### config.mk
export PLATFORM = sky130hd
export DESIGN_NAME = hpack_huffman_decoder_core
export DESIGN_NICKNAME = d
export VERILOG_FILES = /design/src/hw/rtl/hpack_pkg.sv /design/src/hw/rtl/hpack_code_match.sv /design/src/hw/rtl/hpack_huffman_decoder_core.sv
export SDC_FILE = /design/constraint.sdc
export NUM_CORES = 1
export LEC_CHECK = 0
export ABC_AREA = 0
export BUFFER_PORTS_ARGS = -buffer_cell sky130_fd_sc_hd__buf_4
export CORE_MARGIN = 3
export CORE_UTILIZATION = 40
export DETAILED_ROUTE_END_ITERATION = 16
export HOLD_SLACK_MARGIN = 0.12
export PLACE_DENSITY = 0.61
export SYNTH_ARGS = -nofsm -noshare
export SYNTH_HDL_FRONTEND = slang
export SYNTH_SLANG_ARGS = --single-unit
### constraint.sdc
create_clock -name i_clk -period 11.77 [get_ports i_clk]
set_input_delay 2.354 -clock i_clk [delete_from_list [all_inputs] [get_ports i_clk]]
set_output_delay 2.354 -clock i_clk [all_outputs]
set_load 0.1 [all_outputs]
### src/hw/rtl/hpack_pkg.sv
// Shared types, canonical code tables and FSM states for the HPACK Huffman decoder.
// No dependencies; the tables are built at elaboration from the code lengths.
package hpack_pkg;

    localparam int NumSym   = 257;
    localparam int MaxLen   = 30;
    localparam int EosIndex = 256;

    typedef logic [1:0] t_kind;
    localparam t_kind KIND_SYM = 2'd0;
    localparam t_kind KIND_OK  = 2'd1;
    localparam t_kind KIND_ERR = 2'd2;

    typedef enum logic [1:0] {
        ST_IDLE,
        ST_BIT,
        ST_FIN
    } t_state;

    typedef struct packed {
        logic       hit;   // complete non-EOS code
        logic       bad;   // EOS code or no code within the longest length
        logic [7:0] sym;
    } t_match;

    typedef logic [4:0]  t_len_tab  [NumSym];
    typedef logic [8:0]  t_cnt_arr  [32];
    typedef logic [29:0] t_code_arr [32];
    typedef logic [7:0]  t_sym_arr  [256];

    localparam t_len_tab CODE_LEN = '{
        13,23,28,28,28,28,28,28,28,24,30,28,28,30,28,28,
        28,28,28,28,28,28,30,28,28,28,28,28,28,28,28,28,
        6,10,10,12,13,6,8,11,10,10,8,11,8,6,6,6,
        5,5,5,6,6,6,6,6,6,6,7,8,15,6,12,10,
        13,6,7,7,7,7,7,7,7,7,7,7,7,7,7,7,
        7,7,7,7,7,7,7,7,8,7,8,13,19,13,14,6,
        15,5,6,5,6,5,6,6,6,5,7,7,6,6,6,5,
        6,7,6,5,5,6,7,7,7,7,7,15,11,14,13,28,
        20,22,20,20,22,22,22,23,22,23,23,23,23,23,24,23,
        24,24,22,23,24,23,23,23,23,21,22,23,22,23,23,24,
        22,21,20,22,22,23,23,21,23,22,22,24,21,22,23,23,
        21,21,22,21,23,22,23,23,20,22,22,22,23,22,22,23,
        26,26,20,19,22,23,22,25,26,26,26,27,27,26,24,25,
        19,21,26,27,27,26,27,24,21,21,26,26,28,27,27,27,
        20,24,20,21,22,21,21,23,22,22,25,25,24,24,26,23,
        26,27,26,26,27,27,27,27,27,28,27,27,27,27,27,26,
        30
    };

    function automatic t_cnt_arr f_count();
        t_cnt_arr a;
        for (int l = 0; l < 32; l++) a[l] = '0;
        for (int s = 0; s < NumSym; s++) a[CODE_LEN[s]] = a[CODE_LEN[s]] + 9'd1;
        return a;
    endfunction

    localparam t_cnt_arr LEN_COUNT = f_count();

    // First canonical code of each length.
    function automatic t_code_arr f_first();
        t_code_arr   a;
        logic [30:0] c;
        for (int l = 0; l < 32; l++) a[l] = '0;
        c = '0;
        for (int l = 1; l <= MaxLen; l++) begin
            a[l] = c[29:0];
            c    = c + {22'd0, LEN_COUNT[l]};
            c    = c << 1;
        end
        return a;
    endfunction

    localparam t_code_arr LEN_FIRST = f_first();

    // Position of the first symbol of each length in the sorted list.
    function automatic t_cnt_arr f_base();
        t_cnt_arr   a;
        logic [8:0] b;
        for (int l = 0; l < 32; l++) a[l] = '0;
        b = '0;
        for (int l = 1; l <= MaxLen; l++) begin
            a[l] = b;
            b    = b + LEN_COUNT[l];
        end
        return a;
    endfunction

    localparam t_cnt_arr LEN_BASE = f_base();

    // Octets sorted by code length, then value; EOS sorts last, past the list.
    function automatic t_sym_arr f_sorted();
        t_sym_arr a;
        int       k;
        for (int i = 0; i < 256; i++) a[i] = '0;
        k = 0;
        for (int l = 1; l <= MaxLen; l++) begin
            for (int s = 0; s < 256; s++) begin
                if (int'(CODE_LEN[s]) == l) begin
                    a[k[7:0]] = s[7:0];
                    k++;
                end
            end
        end
        return a;
    endfunction

    localparam t_sym_arr SORTED_SYM = f_sorted();

endpackage

### src/hw/rtl/hpack_code_match.sv
// Canonical code match: checks whether a pending code of a given length is complete, EOS or overlong.
// Depends on hpack_pkg tables.
module hpack_code_match (
    input  logic [29:0]         i_code,
    input  logic [4:0]          i_len,
    output hpack_pkg::t_match   o_match
);
    import hpack_pkg::*;

    logic [30:0] w_diff;
    logic        w_in_range;
    logic [8:0]  w_idx;

    always_comb begin
        w_diff     = {1'b0, i_code} - {1'b0, LEN_FIRST[i_len]};
        w_in_range = !w_diff[30] && (w_diff[29:0] < {21'd0, LEN_COUNT[i_len]});
        w_idx      = LEN_BASE[i_len] + w_diff[8:0];
        o_match.hit = w_in_range && (w_idx != 9'(EosIndex));
        o_match.bad = (w_in_range && (w_idx == 9'(EosIndex)))
                   || (!w_in_range && (i_len >= 5'(MaxLen)));
        o_match.sym = SORTED_SYM[w_idx[7:0]];
    end

endmodule

### src/hw/rtl/hpack_huffman_decoder_core.sv
// HPACK (RFC 7541) Huffman string decoder, bit-serial over one coded byte.
// Flow: a byte is taken in ST_IDLE, walked one bit per cycle in ST_BIT unless stalled,
// ending early on a bad code, then wrapped up in ST_FIN, which emits a held symbol and
// then the end item when both leave. The next byte waits for ST_IDLE. A byte after an error skips the walk.
// Output back-pressure stalls the walk only when a result must leave and the slot is full.
// Reset (synchronous, active low) clears pending code, error flag and all valids.
// Depends on hpack_pkg and hpack_code_match.
module hpack_huffman_decoder_core (
    input  logic        i_clk,
    input  logic        i_rst_n,
    input  logic        s_axis_tvalid,
    output logic        s_axis_tready,
    input  logic [7:0]  s_axis_tdata,   // [7:0] coded_byte
    input  logic        s_axis_tlast,   // string_end
    output logic        m_axis_tvalid,
    input  logic        m_axis_tready,
    output logic [7:0]  m_axis_tdata,   // [7:0] symbol
    output logic [1:0]  m_axis_tuser,   // [1:0] kind
    output logic        m_axis_tlast    // run_last
);
    import hpack_pkg::*;

    t_state      r_state, n_state;
    logic [7:0]  r_sr, n_sr;          // coded byte, MSB shifted out first
    logic        r_last, n_last;
    logic [2:0]  r_bitn, n_bitn;
    logic [29:0] r_code, n_code;      // pending code, newest bit low
    logic [4:0]  r_len, n_len;
    logic        r_err, n_err;        // sticky error for this string
    logic        r_hold_valid, n_hold_valid;  // newest symbol, run_last still unknown
    logic [7:0]  r_hold_sym, n_hold_sym;
    logic        r_out_valid, n_out_valid;
    t_kind       r_out_kind, n_out_kind;
    logic [7:0]  r_out_sym, n_out_sym;
    logic        r_out_last, n_out_last;

    logic [29:0] w_code;
    logic [4:0]  w_len;
    t_match      w_match;
    logic        w_out_free;
    logic        w_stall;
    logic        w_pad_ok;

    assign w_code     = {r_code[28:0], r_sr[7]};
    assign w_len      = r_len + 5'd1;
    assign w_out_free = !r_out_valid || m_axis_tready;
    // A new symbol pushes the held one out, which needs a free output slot.
    assign w_stall    = w_match.hit && r_hold_valid && !w_out_free;
    // Padding: at most 7 bits, all ones.
    assign w_pad_ok   = (r_len <= 5'd7) && (r_code[6:0] == (7'h7f >> (3'd7 - r_len[2:0])))
                     && (r_code[29:7] == '0);

    hpack_code_match u_match (
        .i_code  (w_code),
        .i_len   (w_len),
        .o_match (w_match)
    );

    // Next state
    always_comb begin
        n_state = r_state;
        case (r_state)
            ST_IDLE: begin
                if (s_axis_tvalid) n_state = r_err ? ST_FIN : ST_BIT;
            end
            ST_BIT: begin
                if (!w_stall && (w_match.bad || r_bitn == 3'd7)) n_state = ST_FIN;
            end
            ST_FIN: begin
                if (r_hold_valid) begin
                    if (w_out_free && !r_last) n_state = ST_IDLE;
                end else if (!r_last || w_out_free) begin
                    n_state = ST_IDLE;
                end
            end
            default: n_state = ST_IDLE;
        endcase
    end

    // Datapath and outputs
    always_comb begin
        n_sr         = r_sr;
        n_last       = r_last;
        n_bitn       = r_bitn;
        n_code       = r_code;
        n_len        = r_len;
        n_err        = r_err;
        n_hold_valid = r_hold_valid;
        n_hold_sym   = r_hold_sym;
        n_out_valid  = r_out_valid && !m_axis_tready;
        n_out_kind   = r_out_kind;
        n_out_sym    = r_out_sym;
        n_out_last   = r_out_last;
        s_axis_tready = (r_state == ST_IDLE);
        case (r_state)
            ST_IDLE: begin
                if (s_axis_tvalid) begin
                    n_sr   = s_axis_tdata;
                    n_last = s_axis_tlast;
                    n_bitn = '0;
                end
            end
            ST_BIT: begin
                if (!w_stall) begin
                    n_sr   = {r_sr[6:0], 1'b0};
                    n_bitn = r_bitn + 3'd1;
                    if (w_match.bad) begin
                        n_err  = 1'b1;
                        n_code = '0;
                        n_len  = '0;
                    end else if (w_match.hit) begin
                        n_code       = '0;
                        n_len        = '0;
                        n_hold_valid = 1'b1;
                        n_hold_sym   = w_match.sym;
                        if (r_hold_valid) begin
                            n_out_valid = 1'b1;
                            n_out_kind  = KIND_SYM;
                            n_out_sym   = r_hold_sym;
                            n_out_last  = 1'b0;
                        end
                    end else begin
                        n_code = w_code;
                        n_len  = w_len;
                    end
                end
            end
            ST_FIN: begin
                if (w_out_free) begin
                    if (r_hold_valid) begin
                        n_hold_valid = 1'b0;
                        n_out_valid  = 1'b1;
                        n_out_kind   = KIND_SYM;
                        n_out_sym    = r_hold_sym;
                        n_out_last   = !r_last;
                    end else if (r_last) begin
                        n_out_valid = 1'b1;
                        n_out_kind  = (r_err || !w_pad_ok) ? KIND_ERR : KIND_OK;
                        n_out_sym   = '0;
                        n_out_last  = 1'b1;
                        n_code      = '0;
                        n_len       = '0;
                        n_err       = 1'b0;
                    end
                end
            end
            default: ;
        endcase
    end

    always_ff @(posedge i_clk) begin
        if (!i_rst_n) begin
            r_state      <= ST_IDLE;
            r_code       <= '0;
            r_len        <= '0;
            r_err        <= 1'b0;
            r_hold_valid <= 1'b0;
            r_out_valid  <= 1'b0;
        end else begin
            r_state      <= n_state;
            r_code       <= n_code;
            r_len        <= n_len;
            r_err        <= n_err;
            r_hold_valid <= n_hold_valid;
            r_out_valid  <= n_out_valid;
        end
    end

    always_ff @(posedge i_clk) begin
        r_sr       <= n_sr;
        r_last     <= n_last;
        r_bitn     <= n_bitn;
        r_hold_sym <= n_hold_sym;
        r_out_kind <= n_out_kind;
        r_out_sym  <= n_out_sym;
        r_out_last <= n_out_last;
    end

    assign m_axis_tvalid = r_out_valid;
    assign m_axis_tdata  = r_out_sym;
    assign m_axis_tuser  = r_out_kind;
    assign m_axis_tlast  = r_out_last;

`ifndef ASSERT_OFF
    a_len_range: assert property (@(posedge i_clk) disable iff (!i_rst_n)
        r_len <= 5'(MaxLen))
        else $error("pending code length out of range");

    a_idle_no_hold: assert property (@(posedge i_clk) disable iff (!i_rst_n)
        (r_state == ST_IDLE) |-> !r_hold_valid)
        else $error("held symbol left behind at byte end");

    a_end_is_last: assert property (@(posedge i_clk) disable iff (!i_rst_n)
        (r_out_valid && r_out_kind != KIND_SYM) |-> r_out_last)
        else $error("end item without run_last");

    a_end_clears: assert property (@(posedge i_clk) disable iff (!i_rst_n)
        (r_state == ST_FIN && r_last && !r_hold_valid && w_out_free)
        |=> (r_len == '0 && !r_err))
        else $error("string end did not clear state");
`endif

endmodule
==> impl_metrics.json <==
{
  "status": "complete, no violations",
  "numCtsBuffers": 9,
  "setup_viol": 0,
  "irDropWorstVdd_mv": 0.0703,
  "grt_util_met1_pct": 31.6,
  "swShare_pct": 47.4,
  "synth_top_area_share_pct": 10.6,
  "postCtsSetupBuffers": 0,
  "fin_skew_ps": 14.8,
  "async_reset_ff_share_pct": 0,
  "arrival_ps": 7400,
  "seq_area_frac_synth_pct": 19.5,
  "via_per_inst": 6.35,
  "drive_gt1_share_pct": 8.19,
  "yosysUniqueCellTypes": 83,
  "rsz0062_at_grt": "no",
  "die_area_um2": 24000,
  "clock.fmax_mhz": 134,
  "drt-initial-drc-count": 996,
  "drv_slew": 0,
  "hold_class": "register to register",
  "setup_ws_ps": 4330,
  "power_density_nw_per_um2": 154,
  "hold_viol": 0,
  "nets": 1258,
  "antenna_left": 0,
  "end_kind": "register",
  "cts_tree": "done",
  "htree_levels": 3,
  "port_buffers": 25,
  "rows": 53,
  "firstDrtPassIters": 6,
  "period_share_pct": 63.2,
  "syn_to_final_growth_pct": 5.94,
  "routabilityCongestion": 0.946,
  "wl_mm": 27.8,
  "grtUsageMet2_pct": 35.8,
  "dp_slack_ps": 4440,
  "die_h_um": 155,
  "drv_cap": 0,
  "root_buffer": "clkbuf_16",
  "antennaDiodeCount": 0,
  "period_needed_ps": 7440,
  "syn_area_um2": 8860,
  "worstPathRequired_ps": 11730,
  "switching_power_uw": 686,
  "syn_area_per_cell_um2": 7.33,
  "synth_area_leaders": "ha_1, edfxtp_1, dfxtp_1",
  "power.internal_uw": 760,
  "core_um2": 21400,
  "wl_per_cell_um": 19.2,
  "die_w_um": 155,
  "clk_latency_ps": 350,
  "grt_pass1_vias": 8528,
  "synth_flop_cell": "dfxtp_1",
  "final_cell_area_um2": 9390,
  "fin_tns_setup_ps": 0,
  "final_common_cell": "nand2_1",
  "cp_max_fo": 23,
  "track_usage_pct": 22.7,
  "syn_inst": 1209,
  "most-common-layout-cells": "nand2_1, a21oi_1, o21ai_0, nor2_1, ha_1",
  "p_leak_uw": 0.00387,
  "use_met3_pct": 2.88,
  "cts_buffer_depth": 2,
  "grt_overflow": 0,
  "place_area_um2": 9100,
  "slew_headroom_pct": 22.2,
  "grt_start_max_net_pins": 57,
  "ctsHoldBuffers": 0,
  "ys_seq_elements": 71,
  "synth_fp_nets": 1299,
  "synth-edff-count": 31,
  "start_kind": "register",
  "share_comb_of_total_power_pct": 57.7,
  "place_hpwl_mm": 19.5,
  "cts_resized": 0,
  "clk_pin_slew_worst_paths_ps": 60,
  "yosysWarnings": 0,
  "drc": 0,
  "pwr-share-seq_pct": 23.4,
  "ioPinCount": 26,
  "synth_top_area_cell": "ha_1",
  "antenna_found_initial": 0,
  "start_util_pct": 41.4,
  "criticalPathCategory": "register to register",
  "vias": 9182,
  "numClockSinks": 71,
  "p_clk_share_pct": 18.9,
  "worst_slew_pin_slew_ps": 1160,
  "top_usage_layer": "met2",
  "num-fill-cells": 2207,
  "grt_pass1_wl_mm": 45.0
}
-- worst max-delay path, cell delays in order, from the launching register on --
cell	delay [ps]
dfxtp_1	580
ha_1	450
inv_1	200
ha_1	760
o211ai_1	180
o31a_1	140
o22ai_1	160
ha_1	190
inv_1	60
fa_1	420
a21o_1	200
a21oi_1	190
xnor2_1	180
ha_1	280
nand4_1	140
o32ai_1	100
or4_1	540
a2111oi_2	340
o2111ai_1	170
nor3_2	130
nand4_1	150
or3_4	470
nor2_8	150
a21oi_1	100
o31ai_2	760
-- path summary, 6_finish.rpt --
check,to,depth (start not counted),startpoint,slack [ps]
worst min register to register,r_code[29]$_SDFFE_PN0P_,2,r_code[29]$_SDFFE_PN0P_,460
worst max register to register,m_axis_tdata[7]$_DFFE_PP_,24,r_len[0]$_SDFFE_PN0P_,4330
worst min-delay path,r_code[29]$_SDFFE_PN0P_,2,r_code[29]$_SDFFE_PN0P_,460
worst max-delay path,m_axis_tdata[7]$_DFFE_PP_,24,r_len[0]$_SDFFE_PN0P_,4330
-- per-stage QoR --
stage	cells	hold WS (ps)	total power (uW)	util, %
after CTS	1447	468	1430	43.8
after floorplan	1209	438	994	-
after detailed placement	1432	460	1160	42.5
after global placement	1432	448	1160	42.5
after global routing	1447	484	1530	43.8
final	1447	461	1450	43.8
-- metal layers --
layer  up-vias  share of wire, %
li1       4400                 -
met1      4251                45
met2       467                45
met3        64               7.5
met4         0               3.0
met5         -                 0
-- power by group through the flow --
stage	sequential, uW	combinational, uW	clock [uW]
floorplan	358	636	0
global placement	342	816	0
detailed placement	342	813	0
CTS	338	818	279
global route	343	902	287
finish	339	833	273
-- cell families after synthesis --
| group | synth area share (%) |
|---|---|
| adders and majority gates | 11.3 |
| xor gates and xnor gates | 3.06 |
| AOI/OAI and AO/OA | 29.6 |
| buffers and inverters | 7.06 |
| DFF | 19.5 |
| muxes | 6.92 |
| and+or+nand+nor | 22.6 |
-- cell usage after synthesis, types with 5 or more instances --
master / instances
nand2_1: 200
a21oi_1: 112
o21ai_0: 99
nor2_1: 82
ha_1: 75
clkbuf_1: 60
mux2i_1: 43
dfxtp_1: 40
inv_1: 36
edfxtp_1: 31
nand3_1: 31
o211ai_1: 25
nor3_1: 22
a211oi_1: 21
xnor2_1: 20
a31oi_1: 19
and2_1: 18
nand4_1: 15
o22ai_1: 15
nor2b_1: 13
o311ai_0: 11
or3_1: 11
xor2_1: 11
a21o_1: 10
buf_1: 10
nor4_1: 10
o31ai_1: 10
mux2_2: 9
nand2b_1: 9
a311oi_1: 8
and3_1: 8
o21bai_1: 8
o221ai_1: 8
o21a_1: 7
buf_2: 6
o2111ai_1: 6
a221oi_1: 5
a22oi_1: 5
buf_6: 5
-- sequential cells by signal, indices dropped and copies added, names as in the netlist, 2 cells and up --
name,count
r_state,2
r_code,30
m_axis_tuser,2
r_sr,8
m_axis_tdata,8
r_len,5
r_hold_sym,8
r_bitn,3
-- layout make-up --
| class | count | area [um2] | share of cell area [%] |
|---|---|---|---|
| Multi-Input combinational cell | 1010 | 6590 | 70.2 |
| Inverter | 36 | 135 | 1.44 |
| Timing Repair Buffer | 40 | 300 | 3.20 |
| Sequential cell | 71 | 1730 | 18.4 |
| Clock inverter | 6 | 62.6 | 0.666 |
| Tap cell | 275 | 344 | 3.66 |
| Clock buffer | 9 | 225 | 2.40 |
No activity file was read; power rests on OpenSTA's default activity.
